<file path="src/sv/tts_pkg.sv">
// package for the transposition table store/probe block
// item, entry, config and result types plus kind and register codes
`default_nettype none

package tts_pkg;

    localparam logic [1:0] KIND_STORE = 2'd0;
    localparam logic [1:0] KIND_PROBE = 2'd1;
    localparam logic [1:0] KIND_CLEAR = 2'd2;

    localparam logic [1:0] CFG_MATE_SCORE    = 2'd0;
    localparam logic [1:0] CFG_UNKNOWN_SCORE = 2'd1;
    localparam logic [1:0] CFG_NULL_MIN      = 2'd2;

    localparam logic [1:0] BOUND_UPPER = 2'd2;

    localparam int MATE_WINDOW = 64;

    localparam logic [14:0] MATE_SCORE_RST   = 15'd10000;
    localparam logic [15:0] UNKNOWN_SCORE_RST = 16'h8000;
    localparam logic [6:0]  NULL_MIN_RST     = 7'd2;

    typedef struct packed {
        logic [1:0]         kind;
        logic [63:0]        position_key;
        logic [1:0]         bound_kind;
        logic [6:0]         search_depth;
        logic signed [15:0] score_in;
        logic signed [15:0] beta_in;
        logic [31:0]        move_in;
        logic [6:0]         ply_in;
    } t_item;

    typedef struct packed {
        logic [63:0]        key;
        logic [1:0]         bound;
        logic [6:0]         depth;
        logic signed [15:0] score;
        logic [31:0]        move;
    } t_entry;

    typedef struct packed {
        logic [14:0]        mate_score;
        logic signed [15:0] unknown_score;
        logic [6:0]         null_min_depth;
    } t_cfg;

    typedef struct packed {
        logic               key_matched;
        logic signed [15:0] score_out;
        logic [1:0]         bound_out;
        logic [31:0]        move_out;
        logic               null_allowed;
    } t_result;

endpackage

`default_nettype wire

</file>
<file path="src/sv/tts_calc.sv">
// entry update and probe result logic, working on one read entry
// uses item, entry, config and result types from tts_pkg
`default_nettype none

module tts_calc
    import tts_pkg::*;
(
    input  wire t_item   i_item,
    input  wire t_entry  i_entry,
    input  wire t_cfg    i_cfg,
    output logic         o_we,
    output t_entry       o_wentry,
    output t_result      o_result
);

    function automatic logic signed [15:0] sat16(input logic signed [17:0] v);
        logic signed [15:0] res;
        if (v > 18'sd32767) begin
            res = 16'sh7fff;
        end else if (v < -18'sd32768) begin
            res = 16'sh8000;
        end else begin
            res = v[15:0];
        end
        return res;
    endfunction

    // magnitude above mate_score - window
    function automatic logic near_mate(input logic signed [15:0] s,
                                       input logic [14:0] mate);
        logic signed [17:0] s18;
        logic signed [17:0] mag;
        logic signed [17:0] thr;
        s18 = {{2{s[15]}}, s};
        mag = s18[17] ? -s18 : s18;
        thr = $signed({3'b000, mate}) - 18'(MATE_WINDOW);
        return mag > thr;
    endfunction

    logic signed [17:0] st_s18;
    logic signed [17:0] pr_s18;
    logic signed [17:0] ply18;
    logic signed [17:0] st_adj;
    logic signed [17:0] pr_adj;
    logic signed [15:0] st_score;
    logic signed [15:0] pr_score;
    logic               matched;
    logic               usable;

    always_comb begin
        ply18  = $signed({11'b0, i_item.ply_in});
        st_s18 = {{2{i_item.score_in[15]}}, i_item.score_in};
        pr_s18 = {{2{i_entry.score[15]}}, i_entry.score};
        // store pushes mate scores outward, probe pulls them back
        st_adj = (st_s18 > 18'sd0) ? st_s18 + ply18 : st_s18 - ply18;
        pr_adj = (pr_s18 > 18'sd0) ? pr_s18 - ply18 : pr_s18 + ply18;
        st_score = near_mate(i_item.score_in, i_cfg.mate_score) ? sat16(st_adj)
                                                                : i_item.score_in;
        pr_score = near_mate(i_entry.score, i_cfg.mate_score) ? sat16(pr_adj)
                                                              : i_entry.score;
    end

    assign o_we = (i_item.kind == KIND_STORE) && (i_entry.depth <= i_item.search_depth);

    always_comb begin
        o_wentry.key   = i_item.position_key;
        o_wentry.bound = i_item.bound_kind;
        o_wentry.depth = i_item.search_depth;
        o_wentry.score = st_score;
        o_wentry.move  = i_item.move_in;
    end

    assign matched = (i_entry.key == i_item.position_key);
    assign usable  = matched && (i_entry.depth >= i_item.search_depth);

    always_comb begin
        o_result = '0;
        if (i_item.kind == KIND_PROBE) begin
            o_result.key_matched  = matched;
            o_result.move_out     = matched ? i_entry.move : 32'd0;
            o_result.score_out    = usable ? pr_score : i_cfg.unknown_score;
            o_result.bound_out    = usable ? i_entry.bound : 2'd0;
            o_result.null_allowed = !(matched
                                      && (i_entry.depth >= i_cfg.null_min_depth)
                                      && (i_entry.score < i_item.beta_in)
                                      && (i_entry.bound == BOUND_UPPER));
        end
    end

endmodule

`default_nettype wire

</file>
<file path="config.mk">
export PLATFORM = sky130hd
export DESIGN_NAME = tts_calc
export DESIGN_NICKNAME = d
export VERILOG_FILES = /design/src/sv/tts_pkg.sv /design/src/sv/tts_calc.sv
export SDC_FILE = /design/constraint.sdc
export NUM_CORES = 1
export LEC_CHECK = 0
export BUFFER_PORTS_ARGS = -buffer_cell sky130_fd_sc_hd__buf_2
export CORE_AREA = 4 4 184 186
export DETAILED_ROUTE_END_ITERATION = 8
export DIE_AREA = 0 0 188 190
export GPL_ROUTABILITY_DRIVEN = 0
export GPL_TIMING_DRIVEN = 0
export SLEW_MARGIN = 40
export SYNTH_ARGS = -nofsm -noshare
export SYNTH_HDL_FRONTEND = slang
export SYNTH_SLANG_ARGS = --single-unit
</file>
<file path="constraint.sdc">
create_clock -name vclk -period 7
set_input_delay 1.05 -clock vclk [all_inputs]
set_output_delay 1.05 -clock vclk [all_outputs]
set_load 0.05 [all_outputs]
</file>
==> summary.txt, run 1 <==
Placed design
  – Placed Area: 9670 um2
  – DP Worst Slack: -0.311 ns
  – # placed instances: 1844
  – PortBufs: 443
  – Post-DP HPWL: 40.8 mm

Finish
  – Filler Cell Count: 3574
  – Design Area, Final: 9890 um2
  – Sequential cells: 0
  – Layout cells sized above 1: 43.8%
  – NumNets Final: 1821
  – Most frequent cells in the layout: buf_2 (436), buf_4 (128), xnor2_1 (107)
  – Register area: 0 um2
  – P&R area growth vs syn: 43.9%
  – Final Util: 30.6%
  – Most common cell after layout, fill and taps aside: buf_2
  – # clk buffers: 0
  – Cell Count, Final, Fillers Out: 1857

Power
  – PD cells: 102 nW/um2
  – Seq pwr share: 0%
  – P_int: 0.375 mW
  – Clock Power Share: 0%
  – Switch Pwr: 0.636 mW
  – Peak supply drop: 59.2 uV
  – Comb pwr share: 100.0%
  – Leakage Power: 5.05 nW
  – Power consumption: 1.01 mW
  – Switching Share: 62.9%

Status
  – Status: finished clean

Hold path
  – Hold WC Path Type: in2out
  – Hold_sp: i_item[18]
  – Hold Path Cell Cnt: 2

Critical path
  – Type of origin of the critical path: input port
  – Crit path required time: 5.95 ns
  – Critical path arrival: 5.79 ns
  – Worst Setup End Kind: primary output
  – CP Class: in2out
  – Critical Path Source: i_item[61]
  – Crit path max fanout: 10

Detailed routing
  – Via count of the routed design: 8993
  – DR pass1 iterations: 5
  – ANT nets after route: 0
  – DRC viols: 0
  – Drt total wl: 44.1 mm
  – DR vias/cell: 4.84
  – WL/cell: 23.8 um
  – Starting DRT DRC Count: 592

Global route
  – Largest net degree at the start of global routing: 11
  – GRT overflow: 0
  – GRT Total Usage: 22.8%
  – Antenna violations before repair: 15
  – Vias in the first global route: 8543
  – First-pass GRT wire length: 59.4 mm

Synth
  – Top post-synthesis cells by area: ha_1 (18%), xnor2_1 (14%), buf_4 (12%)
  – Seq/Total Area, Yosys: 0%
  – Gate count after technology mapping: 956
  – Area leader, netlist: ha_1
  – Share of the synthesized area in the top cell type: 18.0%
  – Synth Area per Inst: 7.19 um2
  – YS warnings: 0
  – Synth cell types: 89
  – Mapped Area: 6870 um2

Floorplanning
  – Die Ht: 190 um
  – Initial Util: 21.3%
  – Std cell rows: 66
  – I/O pins: 479
  – Die area: 35700 um2
  – Core area: 32300 um2
  – Die X: 188 um

STA
  – Final worst-path cycle share: 97.8%
  – Fin crit period: 6.84 ns
  – Hold violation count in the final report: 0
  – Setup TNS: 0 ns
  – WHS: 2.40 ns
  – Slack of the critical path: 0.156 ns
  – Slew at the pin with the worst max-slew slack: 0.740 ns
  – FMAX: 146 MHz
  – Max-slew violations: 0
  – Final setup viols: 0
  – Slew margin rel.: 50.3%

Job
  – Max_cap viols: 0
[cells by family after synthesis]
logic type	share of synthesized area (%)
AO/OA/AOI/OAI	22.7
buffers and inverters	16.6
multiplexers	1.18
XOR/XNOR	16.7
adder cells (fa/ha/maj)	19.5
AND/OR/NAND/NOR	23.3
other	0.0546
[cell usage after synthesis, drive strengths merged (4+ instances only)]
| cell | instances |
|---|---|
| a31oi | 5 |
| ha | 99 |
| or3 | 6 |
| nand2 | 58 |
| xnor2 | 107 |
| inv | 66 |
| nor3 | 17 |
| nor2b | 19 |
| maj3 | 6 |
| a21boi | 4 |
| and3 | 5 |
| a211oi | 17 |
| o21a | 9 |
| nand2b | 13 |
| nor4 | 17 |
| a21o | 25 |
| o21ai | 55 |
| o311ai | 4 |
| nor2 | 55 |
| nor3b | 4 |
| nand3 | 13 |
| clkbuf | 12 |
| buf | 116 |
| xor2 | 24 |
| nand4 | 27 |
| o31ai | 11 |
| a21oi | 54 |
| mux2i | 7 |
| or4 | 6 |
| and2 | 38 |
[layer usage]
| metal | up-vias | track usage (%) | wire (um) |
|---|---|---|---|
| met5 | - | 0 | 66 |
| met4 | 10 | 3.02 | 837 |
| met3 | 59 | 5.14 | 3880 |
| met2 | 474 | 40.2 | 21200 |
| met1 | 4227 | 29.2 | 18200 |
| li1 | 4223 | - | - |
[critical path: stages]
cell,delay [ns]
buf_2,0.16
or4_4,0.54
or4_4,0.45
nor2b_1,0.16
nor2_1,0.14
buf_4,0.21
a21o_1,0.20
inv_1,0.06
ha_1,0.21
nor2b_1,0.15
o2111ai_2,0.20
a31oi_2,0.15
o311ai_2,0.26
a21boi_1,0.16
a21oi_2,0.34
buf_4,0.18
or3b_2,0.10
a21oi_1,0.06
o31a_1,0.32
clkbuf_4,0.21
a211oi_1,0.23
buf_4,0.25
[what timing repair did]
| action | CTS | global route |
|---|---|---|
| resized for setup | 8 | 40 |
| setup endpoints to repair | 15 | 29 |
| pin swaps | 1 | 7 |
| buffers inserted | 2 | 9 |
| hold buffers | 0 | 0 |
[power groups by stage]
stage / combinational, mW / sequential, mW / clock (mW)
after floorplan: 0.654 / 0 / 0
after global placement: 0.956 / 0 / 0
after detailed placement: 0.969 / 0 / 0
after CTS: 0.980 / 0 / 0
after global routing: 1.08 / 0 / 0.0000000191
final: 1.01 / 0 / 0.0000000382
[area by class of cell]
| cell class | instances | area [um2] | area share [%] |
|---|---|---|---|
| Inverter | 66 | 248 | 2.50 |
| Antenna cell | 2 | 5.00 | 0.0506 |
| Timing Repair Buffer | 454 | 2330 | 23.6 |
| Tap cell | 442 | 553 | 5.59 |
| Buffer | 128 | 903 | 9.13 |
| Multi-Input combinational cell | 765 | 5850 | 59.2 |
[path summary, 6_finish.rpt]
check                           to
worst max-delay path  o_wentry[35]
worst min-delay path  o_wentry[11]
Note: power is estimated with default switching activity, not from simulation.
==> run 2: changes to the inputs <==
--- a/config.mk
+++ b/config.mk
@@ -5,6 +5,7 @@
 export SDC_FILE = /design/constraint.sdc
 export NUM_CORES = 1
 export LEC_CHECK = 0
+export ABC_AREA = 1
 export BUFFER_PORTS_ARGS = -buffer_cell sky130_fd_sc_hd__buf_2
 export CORE_AREA = 4 4 184 186
 export DETAILED_ROUTE_END_ITERATION = 8
==> summary.txt, run 2 <==
Status
  – Status: finished clean

Synth
  – Synth cell types: 49
  – Top cells by count, synth: nand2_1 (204), inv_1 (155), nor2_1 (116), buf_4 (107), ha_1 (99)
  – Gate count after technology mapping: 1150
  – Synth Area in Compound Gates: 16.9%
  – Post-synthesis simple-gate area fraction: 29.8%
  – Synth Area per Inst: 6.12 um2
  – Seq/Total Area, Yosys: 0%
  – Post-synthesis mux area share: 0%
  – Main combinational cell family by area after synthesis: simple AND/OR/NAND/NOR gates
  – YS warnings: 0
  – Adder-Cell Fraction of Synth Area: 18.2%
  – Area leader, netlist: ha_1
  – Share of the synthesized area in the top cell type: 17.6%
  – Mapped Area: 7040 um2
  – Synth Area in XOR/XNOR: 14.3%
  – Top post-synthesis cells by area: ha_1 (18%), buf_4 (11%), nand2_1 (11%)
  – Count leader, synth: nand2_1

STA
  – Slew margin rel.: 52.7%
  – FMAX: 157 MHz
  – Hold violation count in the final report: 0
  – WHS: 2.40 ns
  – Final worst-path cycle share: 91.0%
  – Slack of the critical path: 0.629 ns
  – Final setup viols: 0
  – Fin crit period: 6.37 ns
  – Setup TNS: 0 ns
  – RSZ-0062 raised after global routing: no
  – Max-slew violations: 0
  – Slew at the pin with the worst max-slew slack: 0.709 ns

Finish
  – Most frequent cells in the layout: buf_2 (446), nand2_1 (204), inv_1 (155)
  – Design Area, Final: 9830 um2
  – # clk buffers: 0
  – Layout cells sized above 1: 39.3%
  – Sequential cells: 0
  – Filler Cell Count: 3635
  – Most common cell after layout, fill and taps aside: buf_2
  – Cell Count, Final, Fillers Out: 2040
  – NumNets Final: 2006
  – Register area: 0 um2
  – Antenna Cells: 0
  – P&R area growth vs syn: 39.7%
  – Final Util: 30.4%
  – Area occupied by multi-input gates: 5590 um2

Floorplanning
  – Die X: 188 um
  – I/O pins: 479
  – Die area: 35700 um2
  – Std cell rows: 66
  – Core area: 32300 um2
  – Initial Util: 21.8%
  – Die Ht: 190 um

Placed design
  – PortBufs: 445
  – DP Worst Slack: 0.706 ns
  – Placed Area: 9830 um2
  – # placed instances: 2040
  – Post-DP HPWL: 31.9 mm

Detailed routing
  – ANT nets after route: 0
  – DRC viols: 0
  – DR pass1 iterations: 5
  – Via count of the routed design: 8992
  – Drt total wl: 34.6 mm
  – Starting DRT DRC Count: 510
  – DR vias/cell: 4.41
  – WL/cell: 17.0 um

Global route
  – First-pass GRT wire length: 50.7 mm
  – Antenna violations before repair: 0
  – GRT overflow: 0
  – GRT Total Usage: 18.1%
  – Largest net degree at the start of global routing: 11
  – Vias in the first global route: 8849

Critical path
  – Critical path arrival: 5.32 ns
  – Crit path max fanout: 10
  – Type of origin of the critical path: input port
  – Crit path required time: 5.95 ns
  – Worst Setup End Kind: primary output
  – CP Class: in2out

Job
  – Max_cap viols: 0

Power
  – Leakage Power: 5.72 nW
  – PD cells: 95.5 nW/um2
  – Comb pwr share: 100.0%
  – Switch Pwr: 0.617 mW
  – Peak supply drop: 117 uV
  – P_int: 0.322 mW
  – Switching Share: 65.7%
  – Clock Power Share: 0%
  – Power consumption: 0.938 mW
  – Seq pwr share: 0%

CTS
  – Setup Fix Bufs, Post-CTS: 0
  – Cts repair resizes: 0
  – Hold_buf cts: 0

Hold path
  – Hold WC Path Type: in2out
[run 2: cell count changes after synthesis, sizes merged, moves of 19 or more]
cell / delta
a21o: -24
a21oi: +45
and2: -38
inv: +92
nand2: +169
nand3: +23
nor2: +74
nor2b: -19
xnor2: -43
xor2: +27
[run 2: layout make-up]
cell class	count	area share, %
inverters	160	6.11
well taps	442	5.63
multi-input cells	871	56.9
repair buffers	445	22.7
plain buffers	122	8.76
[run 2: cells by family after synthesis]
family | count (synthesis)
compound gates | 199
xor+xnor | 115
fa+ha+maj | 101
buf+inv | 282
other cells | 1
simple gates | 452
[run 2: critical path, stage by stage]
cell and delay, ns:
buf_2 0.14, inv_1 0.21, ha_1 0.25, nand2_2 0.11, nor2_4 0.16, nand2_4 0.12, nand2_1 0.16, clkbuf_1 0.34
o21ai_0 0.27, fa_1 0.50, nand2_1 0.10, nand3_1 0.11, a21oi_1 0.19, nand2_1 0.07, nand2_1 0.12, nor2_2 0.07
nand3_1 0.11, nand3_1 0.13, nand2_2 0.10, nand2_4 0.09, nand2_4 0.14, nand2_1 0.06, nand2_1 0.06, nand2_1 0.11
a21oi_2 0.23, buf_2 0.31
[run 2: worst paths after layout]
| kind | startpoint | end | slack (ns) | cells after the start |
|---|---|---|---|---|
| worst max-delay path | i_entry[32] | o_result[35] | 0.63 | 26 |
| worst min-delay path | i_item[7] | o_wentry[0] | 2.40 | 2 |
[run 2: power by group through the flow]
| stage | Clock (mW) | Sequential, mW | Combinational, mW |
|---|---|---|---|
| 3_3_place_gp | 0 | 0 | 0.926 |
| 6_report | 0 | 0 | 0.938 |
| 4_1_cts | 0 | 0 | 0.940 |
| 3_5_place_dp | 0 | 0 | 0.935 |
| 5_1_grt | 0 | 0 | 1.03 |
| 2_1_floorplan | 0 | 0 | 0.652 |
[run 2: routing by layer]
layer  share of wire (%)  global-route usage, %  up-vias
met5                   0                      0        -
met4                0.58                  0.875        0
met3                 8.0                   3.72       10
met2                  45                   30.3      352
met1                  46                   25.2     4085
li1                    -                      -     4545
==> run 3: changes to the inputs <==
--- a/config.mk
+++ b/config.mk
@@ -7,9 +7,9 @@
 export LEC_CHECK = 0
 export ABC_AREA = 1
 export BUFFER_PORTS_ARGS = -buffer_cell sky130_fd_sc_hd__buf_2
-export CORE_AREA = 4 4 184 186
+export CORE_AREA = 2 2 187 189
 export DETAILED_ROUTE_END_ITERATION = 8
-export DIE_AREA = 0 0 188 190
+export DIE_AREA = 0 0 189 191
 export GPL_ROUTABILITY_DRIVEN = 0
 export GPL_TIMING_DRIVEN = 0
 export SLEW_MARGIN = 40
==> constraint.sdc (replaced) <==
create_clock -name vclk -period 6.05
set_input_delay 0.9075 -clock vclk [all_inputs]
set_output_delay 0.9075 -clock vclk [all_outputs]
set_load 0.05 [all_outputs]
==> summary.txt, run 3 (same netlist as run 2, synthesis figures left out) <==
Status
  – Status: finished clean

STA
  – Setup TNS: 0 ns
  – Hold violation count in the final report: 0
  – Final setup viols: 0
  – FMAX: 174 MHz
  – Final worst-path cycle share: 95.1%
  – Slew at the pin with the worst max-slew slack: 0.732 ns
  – Max-slew violations: 0
  – Slew margin rel.: 51.2%
  – Fin crit period: 5.75 ns
  – WHS: 2.12 ns

Finish
  – Sequential cells: 0
  – Most common cell after layout, fill and taps aside: buf_2
  – # clk buffers: 0
  – Layout cells sized above 1: 40.4%
  – Register area: 0 um2
  – Design Area, Final: 9990 um2
  – Most frequent cells in the layout: buf_2 (438), nand2_1 (204), inv_1 (154)
  – P&R area growth vs syn: 42.0%
  – Filler Cell Count: 3844
  – NumNets Final: 2011

Critical path
  – WP buf/inv: 5
  – Worst Setup End Kind: primary output
  – Crit path top cell by count: nand2_1
  – Slowest CP cell: ha_1
  – Critical path arrival: 4.84 ns
  – Top delay family on crit path: simple AND/OR/NAND/NOR gates
  – CP Class: in2out
  – Crit path max fanout: 10
  – Crit path required time: 5.14 ns
  – Type of origin of the critical path: input port
  – Largest stage delay, worst path: 0.34 ns

Detailed routing
  – DR pass1 iterations: 6
  – WL/cell: 16.5 um
  – Via count of the routed design: 9103
  – DRC viols: 0
  – ANT nets after route: 0
  – Starting DRT DRC Count: 461
  – Drt total wl: 33.9 mm
  – DR vias/cell: 4.42

Placed design
  – Placed Area: 9850 um2
  – PortBufs: 445
  – Post-DP HPWL: 31.1 mm

Hold path
  – Hold Path Sink: o_wentry[56]
  – Hold_sp: i_item[79]
  – Hold Path Cell Cnt: 2
  – Hold WC Path Type: in2out

Floorplanning
  – Std cell rows: 68
  – Die area: 36100 um2
  – Die Ht: 191 um
  – Core area: 34100 um2
  – Die X: 189 um
  – I/O pins: 479
  – Initial Util: 20.6%

CTS
  – Hold_buf cts: 0

Global route
  – First-pass GRT wire length: 49.7 mm
  – Antenna violations before repair: 2
  – GRT overflow: 0
  – Largest net degree at the start of global routing: 11
  – Vias in the first global route: 8698
  – GRT Total Usage: 17.9%

Job
  – Max_cap viols: 0

Power
  – Power consumption: 1.11 mW
  – Peak supply drop: 127 uV
  – Leakage Power: 5.76 nW
  – PD cells: 111 nW/um2
## run 3: cell count changes in the layout (fill, tap and decap cells not counted), sizes merged
| cell | before | now |
|---|---|---|
| clkinvlp | 0 | 1 |
| inv | 158 | 157 |
| a21oi | 99 | 100 |
| clkbuf | 14 | 19 |
| buf | 553 | 552 |
| diode | 0 | 2 |
## run 3: worst max path at each step
stage | startpoint | to | cells after the start
floorplan | i_item[56] | o_wentry[34] | 20
global placement | i_item[55] | o_wentry[35] | 22
detailed placement | i_entry[32] | o_result[35] | 26
CTS | i_item[55] | o_wentry[39] | 23
global route | i_entry[34] | o_result[50] | 21
finish | i_entry[32] | o_result[46] | 28
## run 3: power by group
part | internal (mW) | switching [mW] | total [mW]
Clock | 0.0000000443 | 0 | 0.0000000443
Sequential | 0 | 0 | 0
Combinational | 0.383 | 0.723 | 1.11
Total | 0.383 | 0.723 | 1.11
## run 3: layout make-up
type / count / area (um2) / area share, %
Buffer: 121 / 861 / 8.61
Timing Repair Buffer: 450 / 2290 / 22.9
Inverter: 160 / 604 / 6.05
Antenna cell: 2 / 5.00 / 0.0501
Multi-Input combinational cell: 872 / 5670 / 56.7
Tap cell: 455 / 569 / 5.70
## run 3: stage by stage
| stage | setup slack [ns] | util [%] | instances |
|---|---|---|---|
| 3_3_place_gp | 0.0352 | 28.9 | 2053 |
| 3_5_place_dp | -0.0180 | 28.9 | 2053 |
| 6_report | 0.298 | 29.3 | 2060 |
| 4_1_cts | 0.0624 | 28.9 | 2053 |
| 2_1_floorplan | 0.498 | - | 1153 |
| 5_1_grt | -0.0175 | 29.3 | 2060 |
## run 3: layer usage
layer	routed length, um	share of wire [%]	global-route usage (%)
met1	16000	47	25.4
met2	14600	43	28.7
met3	2980	8.8	3.27
met4	324	0.96	1.95
met5	0	0	0
## run 3: repair_timing
item,4_1_cts,5_1_grt
setup endpoints to repair,4,31
pin swaps,0,5
resized for setup,1,35
gates cloned,0,1
setup buffers,0,5
hold endpoints to repair,0,0
